===== config.mk =====
export PLATFORM = sky130hd
export DESIGN_NAME = two_pole_resonant_filter
export DESIGN_NICKNAME = d
export VERILOG_FILES = /design/src/rtl/core/tprf_pkg.sv /design/src/rtl/core/two_pole_resonant_filter.sv
export SDC_FILE = /design/constraint.sdc
export NUM_CORES = 2
export LEC_CHECK = 0
export ABC_AREA = 1
export ABC_CLOCK_PERIOD_IN_PS = 9500
export BUFFER_PORTS_ARGS = -buffer_cell sky130_fd_sc_hd__buf_2
export CORE_MARGIN = 3
export CORE_UTILIZATION = 35
export DETAILED_ROUTE_END_ITERATION = 7
export HOLD_SLACK_MARGIN = 0.05
export PLACE_DENSITY = 0.52
export SYNTH_ARGS = -nofsm -noshare
export SYNTH_HDL_FRONTEND = slang
export SYNTH_SLANG_ARGS = --single-unit

===== constraint.sdc =====
create_clock -name clk -period 9.5 [get_ports clk]
set_input_delay 1.425 -clock clk [delete_from_list [all_inputs] [get_ports clk]]
set_output_delay 1.425 -clock clk [all_outputs]
set_load 0.03 [all_outputs]

===== src/rtl/core/tprf_pkg.sv =====
// Constants and types of the two-pole resonant filter.
package tprf_pkg;

	localparam int SAMPLE_BITS   = 16;
	localparam int HIST_BITS     = SAMPLE_BITS + 8;
	localparam int COEF_FRAC     = 16;
	localparam int FB1_BITS      = 19;
	localparam int FB2_BITS      = 17;
	localparam int GAIN_BITS     = 20;
	localparam int PROD_X_BITS   = GAIN_BITS + SAMPLE_BITS;
	localparam int ACC_BITS      = HIST_BITS + FB1_BITS + 2;
	localparam int RND_BITS      = ACC_BITS - COEF_FRAC;
	localparam int TDATA_BITS    = ((SAMPLE_BITS + 7) / 8) * 8;
	localparam int CFG_IDX_BITS  = 2;
	localparam int CFG_DATA_BITS = FB1_BITS;

	localparam logic signed [GAIN_BITS-1:0] GAIN_ONE = GAIN_BITS'(1 << COEF_FRAC);
	localparam logic signed [ACC_BITS-1:0]  RND_HALF = ACC_BITS'(1 << (COEF_FRAC - 1));

	localparam logic signed [HIST_BITS-1:0]   HIST_MAX = {1'b0, {(HIST_BITS-1){1'b1}}};
	localparam logic signed [HIST_BITS-1:0]   HIST_MIN = {1'b1, {(HIST_BITS-1){1'b0}}};
	localparam logic signed [SAMPLE_BITS-1:0] SAMP_MAX = {1'b0, {(SAMPLE_BITS-1){1'b1}}};
	localparam logic signed [SAMPLE_BITS-1:0] SAMP_MIN = {1'b1, {(SAMPLE_BITS-1){1'b0}}};

	typedef enum logic [CFG_IDX_BITS-1:0] {
		REG_FEEDBACK_ONE = 2'd0,
		REG_FEEDBACK_TWO = 2'd1
	} cfg_reg_t;

endpackage


===== src/rtl/core/two_pole_resonant_filter.sv =====
// Two-pole resonant low-pass filter, DC-normalized, one sample per beat.
//
//  group   dir  payload (low bit up)                   beat taken when
//  s_axis  in   tdata: sample_in  tuser: frame_start   s_axis_tvalid & s_axis_tready
//  m_axis  out  tdata: sample_out tuser: clipped       m_axis_tvalid & m_axis_tready
//  cfg     in   cfg_index, cfg_data                    cfg_valid & cfg_ready
//
// One sample per cycle sustained while m_axis_tready stays high.
// Stage one registers g*x; stage two closes the g*x - a1*y1 - a2*y2 recursion through
// prev_q into the output register.
// Reset clears coefficients, history and both valid flags; gain resets to 1.0.
// A stalled output holds its beat; stage one takes one more beat, then s_axis_tready drops.
module two_pole_resonant_filter (
	input  logic                                clk,
	input  logic                                arst_n,
	input  logic                                s_axis_tvalid,
	output logic                                s_axis_tready,
	input  logic [tprf_pkg::TDATA_BITS-1:0]     s_axis_tdata,  // [15:0] sample_in
	input  logic                                s_axis_tuser,  // [0] frame_start
	output logic                                m_axis_tvalid,
	input  logic                                m_axis_tready,
	output logic [tprf_pkg::TDATA_BITS-1:0]     m_axis_tdata,  // [15:0] sample_out
	output logic                                m_axis_tuser,  // [0] clipped
	input  logic                                cfg_valid,
	output logic                                cfg_ready,
	input  logic [tprf_pkg::CFG_IDX_BITS-1:0]   cfg_index,
	input  logic [tprf_pkg::CFG_DATA_BITS-1:0]  cfg_data
);

	logic signed [tprf_pkg::FB1_BITS-1:0]    fb1_q;
	logic        [tprf_pkg::FB2_BITS-1:0]    fb2_q;
	logic signed [tprf_pkg::GAIN_BITS-1:0]   gain_q;

	logic                                    valid_s1;
	logic                                    fs_s1;
	logic signed [tprf_pkg::PROD_X_BITS-1:0] gx_s1;

	logic signed [tprf_pkg::HIST_BITS-1:0]   prev_q;
	logic signed [tprf_pkg::HIST_BITS-1:0]   prev_prev_q;

	logic                                    out_valid_q;
	logic        [tprf_pkg::SAMPLE_BITS-1:0] out_sample_q;
	logic                                    out_clip_q;

	logic                                    accept;
	logic                                    advance;
	logic signed [tprf_pkg::SAMPLE_BITS-1:0] x_in;
	logic signed [tprf_pkg::PROD_X_BITS-1:0] gx_c;
	logic signed [tprf_pkg::FB1_BITS-1:0]    cfg_fb1;
	logic signed [tprf_pkg::HIST_BITS-1:0]   y1;
	logic signed [tprf_pkg::HIST_BITS-1:0]   y2;
	logic signed [tprf_pkg::ACC_BITS-1:0]    p1;
	logic signed [tprf_pkg::ACC_BITS-1:0]    p2;
	logic signed [tprf_pkg::ACC_BITS-1:0]    acc;
	logic signed [tprf_pkg::RND_BITS-1:0]    rnd;
	logic signed [tprf_pkg::HIST_BITS-1:0]   y_hist;
	logic signed [tprf_pkg::SAMPLE_BITS-1:0] y_out;
	logic                                    y_clip;

	assign cfg_ready = 1'b1;
	assign cfg_fb1   = cfg_data[tprf_pkg::FB1_BITS-1:0];

	always_ff @(posedge clk or negedge arst_n) begin
		if (!arst_n) begin
			fb1_q  <= '0;
			fb2_q  <= '0;
			gain_q <= tprf_pkg::GAIN_ONE;
		end else if (cfg_valid && cfg_ready) begin
			unique case (tprf_pkg::cfg_reg_t'(cfg_index))
				tprf_pkg::REG_FEEDBACK_ONE: begin
					fb1_q  <= cfg_fb1;
					gain_q <= tprf_pkg::GAIN_ONE
						+ tprf_pkg::GAIN_BITS'(cfg_fb1)
						+ tprf_pkg::GAIN_BITS'(fb2_q);
				end
				tprf_pkg::REG_FEEDBACK_TWO: begin
					fb2_q  <= cfg_data[tprf_pkg::FB2_BITS-1:0];
					gain_q <= tprf_pkg::GAIN_ONE
						+ tprf_pkg::GAIN_BITS'(fb1_q)
						+ tprf_pkg::GAIN_BITS'(cfg_data[tprf_pkg::FB2_BITS-1:0]);
				end
				default: begin
				end
			endcase
		end
	end

	// handshake
	assign advance       = valid_s1 && (!out_valid_q || m_axis_tready);
	assign s_axis_tready = !valid_s1 || advance;
	assign accept        = s_axis_tvalid && s_axis_tready;

	// stage one: input gain product
	assign x_in = s_axis_tdata[tprf_pkg::SAMPLE_BITS-1:0];
	assign gx_c = tprf_pkg::PROD_X_BITS'(gain_q) * tprf_pkg::PROD_X_BITS'(x_in);

	always_ff @(posedge clk or negedge arst_n) begin
		if (!arst_n) begin
			valid_s1 <= 1'b0;
		end else if (accept) begin
			valid_s1 <= 1'b1;
		end else if (advance) begin
			valid_s1 <= 1'b0;
		end
	end

	always_ff @(posedge clk) begin
		if (accept) begin
			gx_s1 <= gx_c;
			fs_s1 <= s_axis_tuser;
		end
	end

	// stage two: recursion, round, saturate
	assign y1  = fs_s1 ? '0 : prev_q;
	assign y2  = fs_s1 ? '0 : prev_prev_q;
	assign p1  = tprf_pkg::ACC_BITS'(fb1_q) * tprf_pkg::ACC_BITS'(y1);
	assign p2  = tprf_pkg::ACC_BITS'(signed'({1'b0, fb2_q})) * tprf_pkg::ACC_BITS'(y2);
	assign acc = tprf_pkg::ACC_BITS'(gx_s1) - p1 - p2 + tprf_pkg::RND_HALF;
	assign rnd = acc[tprf_pkg::ACC_BITS-1:tprf_pkg::COEF_FRAC];

	always_comb begin
		priority if (rnd > tprf_pkg::RND_BITS'(tprf_pkg::HIST_MAX)) begin
			y_hist = tprf_pkg::HIST_MAX;
		end else if (rnd < tprf_pkg::RND_BITS'(tprf_pkg::HIST_MIN)) begin
			y_hist = tprf_pkg::HIST_MIN;
		end else begin
			y_hist = rnd[tprf_pkg::HIST_BITS-1:0];
		end
	end

	always_comb begin
		priority if (y_hist > tprf_pkg::HIST_BITS'(tprf_pkg::SAMP_MAX)) begin
			y_out  = tprf_pkg::SAMP_MAX;
			y_clip = 1'b1;
		end else if (y_hist < tprf_pkg::HIST_BITS'(tprf_pkg::SAMP_MIN)) begin
			y_out  = tprf_pkg::SAMP_MIN;
			y_clip = 1'b1;
		end else begin
			y_out  = y_hist[tprf_pkg::SAMPLE_BITS-1:0];
			y_clip = 1'b0;
		end
	end

	always_ff @(posedge clk or negedge arst_n) begin
		if (!arst_n) begin
			prev_q      <= '0;
			prev_prev_q <= '0;
			out_valid_q <= 1'b0;
		end else begin
			if (advance) begin
				prev_q      <= y_hist;
				prev_prev_q <= y1;
			end
			if (advance) begin
				out_valid_q <= 1'b1;
			end else if (m_axis_tready) begin
				out_valid_q <= 1'b0;
			end
		end
	end

	always_ff @(posedge clk) begin
		if (advance) begin
			out_sample_q <= y_out;
			out_clip_q   <= y_clip;
		end
	end

	assign m_axis_tvalid = out_valid_q;
	assign m_axis_tdata  = tprf_pkg::TDATA_BITS'(out_sample_q);
	assign m_axis_tuser  = out_clip_q;

endmodule


==> implementation parameters <==
Parameter                              Value

CTS
  TritonCTS clock tree    done
  Hold bufs inserted after CTS    0
  Source-to-sink clock delay at the later pin of the worst-skew pair    520 ps
  Clock tree buffer depth    2
  Clock root cell    sky130_fd_sc_hd__clkbuf_16
  Clock-pin slew reported for the worst setup and hold paths after clock tree synthesis    80 ps
  Max H-tree Level    4
  Number of clock buffers inserted by TritonCTS    17
  Clock Sink Count    160

Outcome
  Run status    finished, final reports clean

Floorplanning
  Die height    399 microns
  Placement row count    143
  Num ports    63
  Core ar.    153,000 sq um
  X dimension of the die    399 microns
  Initial cell density of the core    0.354
  Die outline area    159,000 sq um

Worst setup path
  Crit path required time    9750 ps
  Startpoint of the worst-slack reg-to-reg timing path    fs_s1$_DFFE_PP_
  Count of cells along the worst register-to-register path    35
  CP Class    reg2reg
  Internal reg-to-reg setup slack    450 ps
  Crit. End Element    flip-flop
  Standard cell with the maximum stage delay on the critical path    sky130_fd_sc_hd__fa_1
  Delay of the slowest cell on the worst path    610 ps
  FF-to-FF End    m_axis_tdata[2]$_SDFFCE_PN1P_
  CP top delay family    adder cells
  Crit path max fanout    16
  CP Buf/Inv Count    9
  Critical Path AT    9300 ps
  Startpoint Class    flip-flop
  CP most frequent cell    sky130_fd_sc_hd__fa_1

Route
  Routed wire length per instance    20.5 microns
  Number of remaining DRC errors    0
  Initial DRC count    2,698
  Routed wire length    173 mm
  Number of nets still failing antenna checks after routing    0
  Via total after detailed routing    40.0k
  Drt via density    4.76
  First drt pass iteration count    6

STA
  Peak clock frequency supported by timing    111 MHz
  RSZ-0062 raised after global routing    no
  Max-slew violation count    0
  Fraction of the cycle the final worst path needs    0.952
  Worst hold slack    493 ps
  Final number of setup-violating endpoints    0
  Slew HR    0.320
  Clock skew after layout    29.3 ps
  Worst Tran Pin Value    1020 ps
  Minimum clock period    9050 ps
  Final Hold Viols    0

Yosys
  Post-synthesis instance total    6,353
  Number of register bits inferred by synthesis    160
  Mapped Area    54,000 sq um
  Number of nets in the synthesized netlist    8,135
  Mean area per synthesized cell    8.50 sq um
  Dominant synthesized flop cell    sky130_fd_sc_hd__dfrtp_1
  Syn. warnings    0
  Number of distinct library cells after synthesis    49
  Post-synthesis sequential area ratio    0.0792
  Number of synthesized flops with an enable pin    54
  Async set-or-reset flop fraction in the synthesized netlist    0.663

Global routing
  GRT overflow    0
  First-pass GRT wire length    270 mm
  Maximum number of pins on one net before global-route repair    61
  Via count of the first global-routing pass    43.8k
  Total Routing Usage GR    0.226
  Initial antenna violation count    15

Min path
  Path class of the lowest-slack min-delay path    reg2reg
  HP Start    prev_q[14]$_DFFE_PN0P_
  Hold depth    2
  Capture endpoint of the worst hold path    prev_q[14]$_DFFE_PN0P_

Place
  Final HPWL DP    150 mm
  Buffers on Ports    61
  Weighted congestion at the end of routability-driven global placement    0.963

Layout
  Layout overhead on the synthesized area    6.90%
  Number of inserted filler cells in the final layout    15.8k
  Proportion of layout cells with a drive suffix above 1    0.0516
  Final nets    8,142

Flow run
  Number of max-capacitance violations reported    0
state kept, by name (all words and copies together), names as in the netlist:
name	flops
prev_prev_q	24
m_axis_tuser	1
m_axis_tdata	16
gain_q	20
m_axis_tvalid	1
fb2_q	17
fs_s1	1
valid_s1	1
fb1_q	19
gx_s1	36
prev_q	24
cells in the mapped netlist (all sizes together), types with 6 or more instances:
library cell	instances	area, sq um
inv	1815	6820
fa	1308	26200
nand2	1240	4740
nor2	601	2310
ha	431	5390
clkbuf	205	769
o21ai	152	772
a21oi	143	716
dfrtp	105	2630
edfxtp	54	1620
xor2	48	420
nand3	44	220
xnor2	44	385
clkinv	30	113
or2	26	163
a31oi	20	125
nor3	19	115
nand4	15	93.8
o21bai	10	86.3
buf	9	60.1
a21o	6	45.0
tightest hold or removal path, stage by stage, from the launching register on:
cell                      delay (ps)
sky130_fd_sc_hd__dfrtp_1         350
sky130_fd_sc_hd__nand2_1          60
sky130_fd_sc_hd__nand2_1          60
worst max-delay path by stage:
stage / from / end / cells past startpoint
2_1_floorplan: fs_s1$_DFFE_PP_ / m_axis_tdata[10]$_SDFFCE_PN1P_ / 38
3_3_place_gp: fs_s1$_DFFE_PP_ / m_axis_tdata[12]$_SDFFCE_PN1P_ / 37
3_5_place_dp: fs_s1$_DFFE_PP_ / m_axis_tdata[2]$_SDFFCE_PN1P_ / 37
4_1_cts: fs_s1$_DFFE_PP_ / m_axis_tdata[2]$_SDFFCE_PN1P_ / 33
5_1_grt: fs_s1$_DFFE_PP_ / m_axis_tdata[5]$_SDFFCE_PN1P_ / 34
6_report: fs_s1$_DFFE_PP_ / m_axis_tdata[2]$_SDFFCE_PN1P_ / 35
metal layers:
layer  GRT usage  routed length [microns]  vias to the layer above
li1            -                        -                    18078
met1       0.312                    76800                    20629
met2       0.366                    79000                     1101
met3      0.0302                     9910                      215
met4      0.0772                     6840                        8
met5           0                       43                        -
repair_timing:
action | 4_1_cts | 5_1_grt
setup endpoints to repair | 16 | 30
pin swaps | 0 | 1
gates resized for setup | 4 | 12
buffers inserted | 0 | 7
cells by family (layout without fill, tap and decap cells):
logic type,after synthesis,in the layout,share of synthesized area
buffers and inverters,2059,2079,0.144
adder cells (fa/ha/maj),1739,1739,0.585
other,1,5,0.0000694
XOR/XNOR,92,92,0.0149
AND/OR/NAND/NOR,1949,1949,0.142
AO/OA/AOI/OAI,353,353,0.0354
flip-flops,160,160,0.0792
layout make-up:
class                      instances  area (sq um)  area share
sequential                       160          4280      0.0741
timing repair buffer             202          1400      0.0243
clock buffer                      19           433     0.00750
antenna                            4          10.0    0.000173
tap                             2030          2540      0.0440
inverter                        1845          6950       0.120
clock inverter                    13           124     0.00215
multi-input combinational       4134         42000       0.728
through the flow:
stage / setup slack (ps) / TNS [ps] / cells / utilization / area, sq um
4_1_cts: 90.6 / 0 / 8396 / 0.378 / 57600
2_1_floorplan: 1120 / 0 / 6353 / - / 54000
3_3_place_gp: -214 / -3330 / 8364 / 0.374 / 57000
5_1_grt: 20.9 / 0 / 8405 / 0.378 / 57700
3_5_place_dp: -265 / -3860 / 8364 / 0.374 / 57000
6_report: 452 / 0 / 8407 / 0.378 / 57700
cell usage in the layout, fill, tap and decap left out, types with 3 or more instances in the layout:
cell | synthesis | layout
sky130_fd_sc_hd__inv_8 | 0 | 3
sky130_fd_sc_hd__dfrtp_1 | 105 | 105
sky130_fd_sc_hd__ha_1 | 431 | 431
sky130_fd_sc_hd__nor2_4 | 4 | 4
sky130_fd_sc_hd__a31oi_1 | 20 | 20
sky130_fd_sc_hd__diode_2 | 0 | 4
sky130_fd_sc_hd__nand3_1 | 44 | 44
sky130_fd_sc_hd__nor2_1 | 589 | 587
sky130_fd_sc_hd__nand2_2 | 15 | 20
sky130_fd_sc_hd__clkinvlp_4 | 0 | 5
sky130_fd_sc_hd__o211ai_1 | 5 | 5
sky130_fd_sc_hd__xnor2_1 | 44 | 44
sky130_fd_sc_hd__buf_4 | 1 | 138
sky130_fd_sc_hd__o21bai_1 | 9 | 9
sky130_fd_sc_hd__or2_2 | 26 | 26
sky130_fd_sc_hd__nand2_1 | 1219 | 1214
sky130_fd_sc_hd__clkbuf_16 | 0 | 17
sky130_fd_sc_hd__xor2_1 | 48 | 48
sky130_fd_sc_hd__nand4_1 | 15 | 15
sky130_fd_sc_hd__fa_2 | 0 | 3
sky130_fd_sc_hd__nor3_2 | 4 | 5
sky130_fd_sc_hd__nor2_2 | 8 | 10
sky130_fd_sc_hd__edfxtp_1 | 54 | 54
sky130_fd_sc_hd__o21a_1 | 3 | 3
sky130_fd_sc_hd__nor3_1 | 15 | 14
sky130_fd_sc_hd__inv_6 | 0 | 5
sky130_fd_sc_hd__buf_2 | 0 | 60
sky130_fd_sc_hd__o21ai_0 | 149 | 149
sky130_fd_sc_hd__nand2_4 | 6 | 6
sky130_fd_sc_hd__fa_1 | 1308 | 1305
sky130_fd_sc_hd__inv_1 | 1803 | 1800
sky130_fd_sc_hd__o22ai_1 | 5 | 5
sky130_fd_sc_hd__inv_2 | 11 | 12
sky130_fd_sc_hd__clkinv_1 | 30 | 27
sky130_fd_sc_hd__a21oi_1 | 143 | 143
sky130_fd_sc_hd__a21o_1 | 6 | 6
Power is left out: the tool's default activity adds up to more than one toggle a clock period on the data nets, which glitch-free logic cannot reach.
